**src/rtl/battery_discharge_feature_extractor_core_defines.svh**
```systemverilog
// Assertion macros shared by the feature extractor RTL.
`ifndef BATTERY_DISCHARGE_FEATURE_EXTRACTOR_CORE_DEFINES_SVH
`define BATTERY_DISCHARGE_FEATURE_EXTRACTOR_CORE_DEFINES_SVH
`ifndef SYNTHESIS
// same-cycle implication
`define BDFE_ASSERT_IMPL(label, clk, rst, ante, cons) \
   label: assert property (@(posedge clk) disable iff (rst) (ante) |-> (cons)) \
      else $error("bdfe assertion failed");
// next-cycle implication
`define BDFE_ASSERT_NEXT(label, clk, rst, ante, cons) \
   label: assert property (@(posedge clk) disable iff (rst) (ante) |=> (cons)) \
      else $error("bdfe assertion failed");
`else
`define BDFE_ASSERT_IMPL(label, clk, rst, ante, cons)
`define BDFE_ASSERT_NEXT(label, clk, rst, ante, cons)
`endif
`endif

```
**src/rtl/bdfe_pkg.sv**
```systemverilog
// Package: types and constants of the discharge feature extractor.
`timescale 1ns / 1ps
package bdfe_pkg;

   localparam int MAX_SAMPLES = 65536;
   localparam int COUNT_W     = 17;
   localparam int Q_W         = 48;
   localparam int SUM_W       = 64;
   localparam int DIVD_W      = 81;
   localparam int DIV_CNT_W   = 7;
   localparam int SHIFT_W     = 5;

   localparam logic signed [Q_W-1:0] Q48_MAX = 48'sh7FFF_FFFF_FFFF;
   localparam logic signed [Q_W-1:0] Q48_MIN = 48'sh8000_0000_0000;

   // dV/dQ scale is 720000 * 2^16
   localparam logic signed [20:0] RATIO_K = 21'sd720000;

   localparam logic [1:0] STATUS_OK       = 2'd0;
   localparam logic [1:0] STATUS_SHORT    = 2'd1;
   localparam logic [1:0] STATUS_DIV_ZERO = 2'd2;

   typedef enum logic [2:0] {
      ST_IDLE,
      ST_UPDATE,
      ST_MULT,
      ST_CHARGE,
      ST_DIV_GO,
      ST_DIV_WAIT,
      ST_COMMIT,
      ST_OUT
   } bdfe_state_type;

   typedef enum logic [3:0] {
      OP_RATE_V,
      OP_RATE_T,
      OP_RATIO_A,
      OP_RATIO_B,
      OP_F0,
      OP_F1,
      OP_F2,
      OP_F3,
      OP_F4,
      OP_F5,
      OP_F8,
      OP_F9
   } bdfe_op_type;

   typedef enum logic [1:0] {
      DIV_IDLE,
      DIV_PREP,
      DIV_RUN,
      DIV_FIX
   } bdfe_div_state_type;

   typedef struct packed {
      logic                      start;
      logic signed [SUM_W-1:0]   num;
      logic signed [SUM_W-1:0]   den;
      logic [SHIFT_W-1:0]        shift;
   } bdfe_div_req_type;

   typedef struct packed {
      logic                    done;
      logic                    zero_div;
      logic signed [Q_W-1:0]   quot;
   } bdfe_div_rsp_type;

endpackage

```
**src/rtl/bdfe_div.sv**
```systemverilog
// Shared radix-2 divider: round(num * 2^shift / den), nearest, saturated to 48 bits.
`timescale 1ns / 1ps
module bdfe_div (
   input  logic                        clock,
   input  logic                        reset,
   input  bdfe_pkg::bdfe_div_req_type  div_req,
   output bdfe_pkg::bdfe_div_rsp_type  div_rsp
);

   bdfe_pkg::bdfe_div_state_type state_ff, state_in;

   logic [bdfe_pkg::SUM_W-1:0]     un_ff, ud_ff;
   logic                           neg_ff;
   logic [bdfe_pkg::SHIFT_W-1:0]   sh_ff;
   logic [bdfe_pkg::DIVD_W-1:0]    dvd_ff;
   logic [bdfe_pkg::SUM_W-1:0]     rem_ff;
   logic [bdfe_pkg::DIV_CNT_W-1:0] cnt_ff;
   logic                           done_ff;
   logic                           dz_ff;
   logic signed [bdfe_pkg::Q_W-1:0] quot_ff;

   logic [bdfe_pkg::SUM_W-1:0]   num_mag, den_mag;
   logic                         den_zero;
   logic [bdfe_pkg::SUM_W:0]     rem_sh;
   logic                         ge;
   logic [bdfe_pkg::SUM_W-1:0]   rem_next;
   logic [bdfe_pkg::DIVD_W-1:0]  dvd_prep;
   logic [bdfe_pkg::Q_W-1:0]     lim, mag, qres;
   logic                         sat;

   always_comb begin
      num_mag  = div_req.num[bdfe_pkg::SUM_W-1] ? (~div_req.num + 64'd1) : div_req.num;
      den_mag  = div_req.den[bdfe_pkg::SUM_W-1] ? (~div_req.den + 64'd1) : div_req.den;
      den_zero = (div_req.den == '0);
      // numerator shifted up plus half the divisor gives round-half-up of magnitude
      dvd_prep = ({17'b0, un_ff} << sh_ff) + {18'b0, ud_ff[bdfe_pkg::SUM_W-1:1]};
      rem_sh   = {rem_ff, dvd_ff[bdfe_pkg::DIVD_W-1]};
      ge       = (rem_sh >= {1'b0, ud_ff});
      rem_next = ge ? 64'(rem_sh - {1'b0, ud_ff}) : rem_sh[bdfe_pkg::SUM_W-1:0];
      lim      = neg_ff ? 48'h8000_0000_0000 : 48'h7FFF_FFFF_FFFF;
      sat      = (|dvd_ff[bdfe_pkg::DIVD_W-1:bdfe_pkg::Q_W]) ||
                 (dvd_ff[bdfe_pkg::Q_W-1:0] > lim);
      mag      = sat ? lim : dvd_ff[bdfe_pkg::Q_W-1:0];
      qres     = neg_ff ? (~mag + 48'd1) : mag;
   end

   // next state
   always_comb begin
      state_in = state_ff;
      case (state_ff)
         bdfe_pkg::DIV_IDLE: begin
            if (div_req.start && !den_zero) state_in = bdfe_pkg::DIV_PREP;
         end
         bdfe_pkg::DIV_PREP: state_in = bdfe_pkg::DIV_RUN;
         bdfe_pkg::DIV_RUN: begin
            if (cnt_ff == '0) state_in = bdfe_pkg::DIV_FIX;
         end
         bdfe_pkg::DIV_FIX: state_in = bdfe_pkg::DIV_IDLE;
         default: state_in = bdfe_pkg::DIV_IDLE;
      endcase
   end

   // outputs
   always_comb begin
      div_rsp.done     = done_ff;
      div_rsp.zero_div = dz_ff;
      div_rsp.quot     = quot_ff;
   end

   always_ff @(posedge clock) begin
      if (reset) begin
         state_ff <= bdfe_pkg::DIV_IDLE;
         done_ff  <= 1'b0;
      end else begin
         state_ff <= state_in;
         done_ff  <= (state_ff == bdfe_pkg::DIV_FIX) ||
                     (state_ff == bdfe_pkg::DIV_IDLE && div_req.start && den_zero);
      end
   end

   always_ff @(posedge clock) begin
      case (state_ff)
         bdfe_pkg::DIV_IDLE: begin
            if (div_req.start) begin
               un_ff  <= num_mag;
               ud_ff  <= den_mag;
               neg_ff <= div_req.num[bdfe_pkg::SUM_W-1] ^ div_req.den[bdfe_pkg::SUM_W-1];
               sh_ff  <= div_req.shift;
               dz_ff  <= den_zero;
               if (den_zero) begin
                  if (div_req.num > 0)      quot_ff <= bdfe_pkg::Q48_MAX;
                  else if (div_req.num < 0) quot_ff <= bdfe_pkg::Q48_MIN;
                  else                      quot_ff <= '0;
               end
            end
         end
         bdfe_pkg::DIV_PREP: begin
            dvd_ff <= dvd_prep;
            rem_ff <= '0;
            cnt_ff <= 7'(bdfe_pkg::DIVD_W - 1);
         end
         bdfe_pkg::DIV_RUN: begin
            dvd_ff <= {dvd_ff[bdfe_pkg::DIVD_W-2:0], ge};
            rem_ff <= rem_next;
            cnt_ff <= cnt_ff - 7'd1;
         end
         bdfe_pkg::DIV_FIX: begin
            quot_ff <= $signed(qres);
            dz_ff   <= 1'b0;
         end
         default: ;
      endcase
   end

endmodule

```
**config.mk**
```make
export PLATFORM = sky130hd
export DESIGN_NAME = bdfe_div
export DESIGN_NICKNAME = d
export VERILOG_FILES = /design/src/rtl/battery_discharge_feature_extractor_core_defines.svh /design/src/rtl/bdfe_pkg.sv /design/src/rtl/bdfe_div.sv
export SDC_FILE = /design/constraint.sdc
export NUM_CORES = 1
export LEC_CHECK = 0
export BUFFER_PORTS_ARGS = -buffer_cell sky130_fd_sc_hd__buf_2
export CORE_MARGIN = 5
export CORE_UTILIZATION = 29
export DETAILED_ROUTE_END_ITERATION = 10
export PLACE_DENSITY = 0.48
export SLEW_MARGIN = 5
export SYNTH_ARGS = -nofsm -noshare
export SYNTH_HDL_FRONTEND = slang
export SYNTH_SLANG_ARGS = --single-unit
```
**constraint.sdc**
```tcl
create_clock -name clock -period 13.95 [get_ports clock]
set_input_delay 2.0925 -clock clock [delete_from_list [all_inputs] [get_ports clock]]
set_output_delay 2.0925 -clock clock [all_outputs]
set_load 0.005 [all_outputs]
```
==> summary.md, run 1 <==
The flow ran to the end, and the final reports show no timing, DRC or antenna violations. The die covers 0.109 mm². The number of DRC violations after detailed-routing iteration 0 is 2210, and the share of the synthesized area in the top cell type is 0.338.

The logs give 149 µV for the maximum VDD drop and 5 for the count of TritonRoute iterations in the first routing pass. The logs give 3591 for the net count of the mapped netlist and 0.0319 mm² for the placed standard-cell area. The clock tree synthesis step divided the H-tree into 2 levels. Dividing the detail-routed wire length by the instance count gives 21.1 µm. At the worst endpoint, the arrival time is 7.04 ns. Area of the core: 0.102 mm².

Entering global routing, the biggest net connects 100 pins. Setup repair after global routing left no endpoint under its margin. The routed layout has 25600 vias. The tools report the initial standard-cell utilization of the core as 0.292.

The flip-flop cell with the highest count after synthesis was sky130_fd_sc_hd__edfxtp_1. The power density of the placed cells was 252 mW/mm². Compared with the post-synthesis result, the final layout area differs by 12.5%. Counting every sink on the clock net gives 338. The tools report the via count of the first global-routing pass as 24100. The logs give 7.30 ns for the minimum setup slack after placement and 0.62 ns for the clock latency at the later pin of the worst-skew pair. The worst register-to-register path has a depth of 20. Input and output buffers added on the ports amount to 185. The logs give 10 for the initial antenna violation count and 3 for the number of buffers on the longest clock path. The finished layout cell area is 0.0334 mm². The initialized floorplan defines 117 standard-cell rows.

For the worst endpoint required time, the log shows 14.32 ns. For the number of hold-slack violations in the final timing report, the log shows 0. For the final routed database, the setup TNS stands at 0 ns. In this run the remaining antenna-violating nets after routing total 0. The element type at the critical path start was a flip-flop.

The path class of the tightest hold or removal check is reg -> reg. The slew at the pin closest to its max-slew limit is 1.23 ns, and the remaining global-route overflow is 0. The fmax was 150 MHz; the peak fanout along the critical path was 88. In this run the vertical extent of the chip is 330 µm. In this run the horizontal extent of the chip is 330 µm. A synthesized cell averages 9.09 µm².

After detailed routing, the number of vias per cell comes to 5.38. Setup violations remaining at the end of the flow were counted as 0. By count the netlist is led by sky130_fd_sc_hd__nand2_1 (399), sky130_fd_sc_hd__edfxtp_1 (335), sky130_fd_sc_hd__o21ai_0 (266). Setup slack on the critical path of the routed design comes to 7.29 ns.

The I/O pin total is 186, and the share of async-settable or async-resettable flops after synthesis is 0. The tool flagged a number of max-cap violations equal to 0. The share of the clock period used by the worst path after layout came out at 0.478. Top cell type by total area after synthesis: sky130_fd_sc_hd__edfxtp_1. The worst hold path passes through 2 cells.

For the finished layout, the period the worst path requires is 6.66 ns. On the final layout, the worst clock skew is 0.0431 ns. The run gives 0.156 as the remaining max-slew budget at the tightest pin. The kind of end point of the critical path is a flip-flop. The sequential fraction of the synthesis area was 0.341; the wire length of the first global-routing pass was 151000 µm. In this run, synthesis inferred 335 flip-flops with an integrated enable.

Estimated wirelength of the detail-placed design: 79000 µm. In this run the post-CTS setup repair buffer count came out at 0. The synthesis warning total was 0.

The count of nets after finishing was 3677; the number of library cell types mapped by synthesis was 83. The tools report the number of buffers added by the clock tree synthesis step as 44. sky130_fd_sc_hd__nand2_1 is the most common cell in the netlist. The final layout contains routed wiring with a total length of 100000 µm.

The run gives 0.934 as the weighted congestion reported at the end of routability-driven placement. TritonCTS built the clock tree. Number of synthesized register bits: 338. The critical path is of the reg -> reg type.

The tools report the cts-stage hold buffer count as 0. Clock-pin slew was measured on the worst setup and hold paths at 0.07 ns. Ranked by total cell area, the synthesized netlist is headed by sky130_fd_sc_hd__edfxtp_1 (34%), sky130_fd_sc_hd__ha_1 (7.7%), sky130_fd_sc_hd__xnor2_1 (5.5%), sky130_fd_sc_hd__nand2_1 (5.0%), sky130_fd_sc_hd__mux4_2 (4.9%). The static leakage was 12.7 nW.

For this run, design rule violations remaining after detail routing come to 0. The number of max-slew violations in the final report came out at 0. The global-route usage over all layers is 0.179, and the cell area after technology mapping is 0.0297 mm². Once the clock tree was built, the resizer swapped 0 gates to a different size. The proportion of layout cells with a drive suffix above 1 was 0.125. The tools report the cell at the root of the clock tree as sky130_fd_sc_hd__clkbuf_16. The count of mapped cells out of synthesis was 3270.
## metal layers
layer,routed length [µm],up-vias,track usage
li1,-,12500,-
met1,48500,12100,0.266
met2,42500,808,0.268
met3,6800,131,0.0325
met4,2530,2,0.0454
met5,13,-,0
## layout by cell type (no fill, tap or decap), drive strengths merged, types with 43 or more instances in the layout
cell / n
edfxtp: 335
clkbuf: 48
nand3: 66
nor2: 192
mux4: 65
inv: 125
a21oi: 256
nand2: 400
ha: 183
o21ai: 268
xnor2: 185
mux2i: 100
or3: 43
nor3: 65
xor2: 53
buf: 213
a21o: 105
o31ai: 53
nand4: 43
## cells by family (layout without fill, tap and decap cells)
logic type                 Yosys count  after routing  share of synthesized area
AOI/OAI and AO/OA                  969            969                      0.205
xor gates and xnor gates           238            238                     0.0701
adders and majority gates          185            185                     0.0784
buffers and inverters              300            418                     0.0391
DFF                                338            338                      0.341
muxes                              205            205                     0.0981
other                                0              2                          0
and+or+nand+nor                   1035           1035                      0.168
## worst paths after layout
path / startpoint / end / slack, ns
max: neg_ff / quot_ff[44] / 7.29
min: state_ff[0] / state_ff[0] / 0.54
max reg2reg: neg_ff / quot_ff[44] / 7.29
min reg2reg: state_ff[0] / state_ff[0] / 0.54
## per-stage QoR
step,util,hold slack (ns),cells,total power [mW]
floorplan,-,0.491,3270,5.75
global placement,0.314,0.517,4678,7.22
detailed placement,0.314,0.528,4678,7.20
CTS,0.328,0.539,4756,8.44
global route,0.329,0.584,4758,9.11
finish,0.329,0.537,4758,8.43
## final cells by class
| class | count | area [µm²] |
|---|---|---|
| diodes | 2 | 5.00 |
| clock buffers | 48 | 1140 |
| clock inverters | 30 | 342 |
| fillers | 10600 | 68300 |
| inverters | 127 | 483 |
| multi-input cells | 2632 | 18500 |
| flip-flops and latches | 338 | 10100 |
| well taps | 1368 | 1710 |
| repair buffers | 213 | 1140 |
## critical path: stages, from the launching register on
cell and delay, ns:
sky130_fd_sc_hd__edfxtp_1 0.32, sky130_fd_sc_hd__buf_4 0.76, sky130_fd_sc_hd__ha_1 0.38, sky130_fd_sc_hd__and3_1 0.20, sky130_fd_sc_hd__a221o_1 0.35, sky130_fd_sc_hd__a221o_1 0.35
sky130_fd_sc_hd__o31a_1 0.27, sky130_fd_sc_hd__a2111o_1 0.41, sky130_fd_sc_hd__a21o_2 0.20, sky130_fd_sc_hd__buf_4 0.33, sky130_fd_sc_hd__o21ai_0 0.32, sky130_fd_sc_hd__ha_1 0.19
sky130_fd_sc_hd__buf_4 0.25, sky130_fd_sc_hd__nand3_1 0.15, sky130_fd_sc_hd__or4_1 0.48, sky130_fd_sc_hd__nor2_1 0.29, sky130_fd_sc_hd__nand4_1 0.29, sky130_fd_sc_hd__nor3_1 0.27
sky130_fd_sc_hd__xnor2_1 0.15, sky130_fd_sc_hd__nor2_1 0.05, sky130_fd_sc_hd__o311ai_0 0.35
## flip-flops by register name, summed over array words and instances, names as in the netlist, 2 cells and up
name and flops:
dvd_ff 81, quot_ff 48, cnt_ff 7, rem_ff 64, un_ff 64, sh_ff 5
ud_ff 64, state_ff 2
## power by group
part           internal, mW  switching (mW)
Clock                 0.703           0.486
Sequential             1.76           0.450
Combinational          1.90            3.13
Total                  4.36            4.07
Note: power is estimated with default switching activity, not from simulation.
==> inputs of run 2 (changes only) <==
PLACE_DENSITY = 0.5   (was 0.48)
clock period = 5.8 ns   (was 13.95 ns; I/O delays follow)
==> run 2 against run 1 <==
Effect of this change:
- hold slack lost 0.11 ns
- via count rose by 1.7%
- clock skew down 0.0064 ns
- critical path depth down 3
- clock power rose by 140%
- die area unchanged
- count of clock-buffer cells in the layout increased by 4
- flip-flop and latch count unchanged
- sequential power rose by 140%
- critical endpoint is now dvd_ff[76]
- largest cell class unchanged
- highest routed layer is now met4
==> summary.md, run 2 (synthesis results as in run 1) <==
For the final routed database, the setup TNS stands at 0 ns. The register with the most flip-flops in the layout has 81 of them. Counting the fill cells in the layout gives 10600. Subtracting the final worst setup slack from the clock period gives 5.33 ns. Setup repair after global routing left no endpoint under its margin.

The static leakage was 12.8 nW; the slew at the pin closest to its max-slew limit was 1.20 ns. At the end of routability-driven placement, the weighted congestion stood at 0.967. The worst reg-to-reg setup slack was 0.47 ns. The tools report the source of the worst register-to-register timing path as sh_ff[0]. The kind of end point of the critical path was a flip-flop. The path class of the lowest-slack min-delay path was in -> reg.

The clock skew was 0.0368 ns. The run gives 286 µV as the maximum VDD drop. The wire length of the first global-routing pass came out at 151000 µm. The tools report the endpoint with the worst hold slack as sh_ff[2]. Summing over every cut layer, the via total after detailed routing is 26000. The library cell used most frequently in the layout, excluding fill and tap cells, is sky130_fd_sc_hd__nand2_1. The design draws 20.6 mW. Entering global routing, the biggest net connects 96 pins. The final layout contains 3700 nets. The floorplan step defined a die boundary enclosing 0.109 mm². The tools report the count of nets left with antenna violations after detail routing as 0. STA classifies the critical path startpoint as a flip-flop. For the number of hold-slack violations in the final timing report, the log shows 0. Grouping stages by cell kind, the critical path spends the most delay in compound AO/OA/AOI/OAI gates.

The number of buffers on the longest clock path is 3. The worst register-to-register path ends at dvd_ff[76]. The count of TritonRoute iterations in the first routing pass came out at 5. Once detailed placement completed, the half-perimeter wirelength came to 79200 µm. The peak fanout along the critical path was 44; the horizontal die dimension was 330 µm. The switching component of the power came out at 9.89 mW. The first routing iteration left 1945 violations. For this run, design rule violations remaining after detail routing come to 0. For the worst setup path, the data arrival time is 5.66 ns. For this run, the slowest stage of the critical path takes 0.68 ns.

The internal portion of the total power is 10.7 mW. The count of cells along the worst register-to-register path is 17. Input and output buffers added on the ports amount to 185. Once layout is complete, the cells apart from fillers number 4779. After clock tree synthesis, the clock-pin slew on the worst setup and hold paths is 0.07 ns. For this design the ratio of total power to cell area is 610 mW/mm². TritonCTS built the clock tree. The highest-delay cell along the critical path was sky130_fd_sc_hd__o22ai_1.

The number of hold buffers added after CTS was 0. The logs give 0 for the number of max-slew violations in the final report and 0.0185 mm² for the combined area of the multi-input logic cells. For the flip-flop and latch area, the log shows 0.0101 mm². Total wire length after detailed routing: 101000 µm.

The root buffer cell chosen for the clock tree is sky130_fd_sc_hd__clkbuf_16. The tools report the initial standard-cell utilization of the core as 0.292. The logs give 24300 for the via count of the first global-routing pass and 0.140 for the portion of total power attributed to the clock network. For the row count, the log shows 117. Register name with the most flops: dvd_ff.

The run gives 338 as the clock sink count. The proportion of layout cells with a drive suffix above 1 was 0.132. The global-route usage over all layers was 0.178. Timing would allow up to 188 MHz. The die outline height is 330 µm, and the number of buffers and inverters on the critical path is 2. The library cells used most frequently in the layout, excluding fill and tap cells, are sky130_fd_sc_hd__nand2_1 (399), sky130_fd_sc_hd__edfxtp_1 (335), sky130_fd_sc_hd__o21ai_0 (264). The via count normalized by instance count was 5.45; the remaining max-slew budget at the tightest pin was 0.177. The number of placed instances, taps included was 4702. The H-tree generated during clock tree synthesis spans 2 levels. Across the run, the number of max-cap violations was 0.

The tools report the initial antenna violation count as 2. For this run the aggregate overflow at the end of global routing stands at 0. The core region is 0.102 mm². The part of the power in registers came out at 0.259. The worst hold path stage count was 1; the fraction of power consumed by combinational cells was 0.600.

Share of the clock period used by the worst path after layout: 0.919. Traced cell by cell, the critical path runs through buf_12 > buf_4 > mux4_2 > mux4_2 > nand2_1 > o21ai_0 > ha_1 > a21o_1 > a21o_1 > a21o_1 > a21o_1 > a21oi_1 > o21ai_0 > a22oi_1 > o22ai_1 > and4_1 > o31ai_1. The number of buffers added by the clock tree synthesis step was 43. The worst setup path is of the reg -> reg kind.

The flow ran to the end, and the final reports show no timing, DRC or antenna violations. The area overhead of the layout relative to synthesis is 13.4%. The I/O pin total is 186.

Worst endpoint required time: 6.13 ns. The worst hold path begins at div_req[2]. The switching share of total power was 0.481.

In the final routed layout, each cell accounts on average for 21.1 µm. In this design, the critical path's most frequently occurring cell is sky130_fd_sc_hd__a21o_1. The clock reaches the later pin of the worst-skew pair after 0.62 ns. The number of endpoints failing setup at the final stage is 0.
run 2: changes by cell type in the layout (fill, tap and decap cells not counted), moves of 2 or more:
cell	previous run	this run
sky130_fd_sc_hd__buf_12	0	7
sky130_fd_sc_hd__buf_4	28	45
sky130_fd_sc_hd__clkbuf_1	3	7
sky130_fd_sc_hd__clkinv_1	10	7
sky130_fd_sc_hd__clkinv_2	6	4
sky130_fd_sc_hd__clkinv_4	5	2
run 2: power by group through the flow:
stage,logic [mW],clock network [mW],registers (mW)
after floorplan,8.97,0,4.87
after global placement,12.2,0,5.35
after detailed placement,12.2,0,5.35
after CTS,12.2,2.97,5.31
after global routing,13.6,3.05,5.41
final,12.3,2.88,5.33
run 2: area by class of cell:
| type | instances | share of cell area |
|---|---|---|
| tap | 1368 | 0.0508 |
| antenna | 1 | 0.0000743 |
| inverter | 127 | 0.0143 |
| timing repair buffer | 237 | 0.0417 |
| clock buffer | 52 | 0.0342 |
| sequential | 338 | 0.300 |
| clock inverter | 24 | 0.00976 |
| multi-input combinational | 2632 | 0.549 |
run 2: how the worst max path moves through the flow:
stage                     startpoint  cells after the start  slack, ns          end
final                       sh_ff[0]                     17       0.47   dvd_ff[76]
after global routing        sh_ff[0]                     18       0.01   dvd_ff[74]
after CTS                   sh_ff[0]                     16       0.33   dvd_ff[73]
after detailed placement    sh_ff[0]                     16       0.37   dvd_ff[73]
after global placement      sh_ff[0]                     16       0.39   dvd_ff[73]
after floorplan               neg_ff                     18       0.01  quot_ff[32]
run 2: metal layers:
metal | share of wire | wire length, µm | track usage | vias to the layer above
li1 | - | - | - | 12600
met1 | 0.49 | 49700 | 0.268 | 12500
met2 | 0.41 | 41700 | 0.259 | 854
met3 | 0.058 | 5800 | 0.0243 | 121
met4 | 0.034 | 3420 | 0.0601 | 0
met5 | 0 | 0 | 0 | -
run 2: repair_timing:
item / 4_1_cts / 5_1_grt
gates resized for setup: 0 / 1
setup endpoints to repair: 0 / 4
buffers inserted: 0 / 0
run 2: through the flow:
stage                     hold WS, ns  setup WS (ns)  area (µm²)  utilization
after CTS                       0.387          0.334       33700        0.331
after global routing            0.406         0.0110       33700        0.331
after detailed placement        0.522          0.371       32200        0.317
final                           0.431          0.467       33700        0.331
after floorplan                 0.491         0.0100       29700            -
after global placement          0.509          0.389       32200        0.317
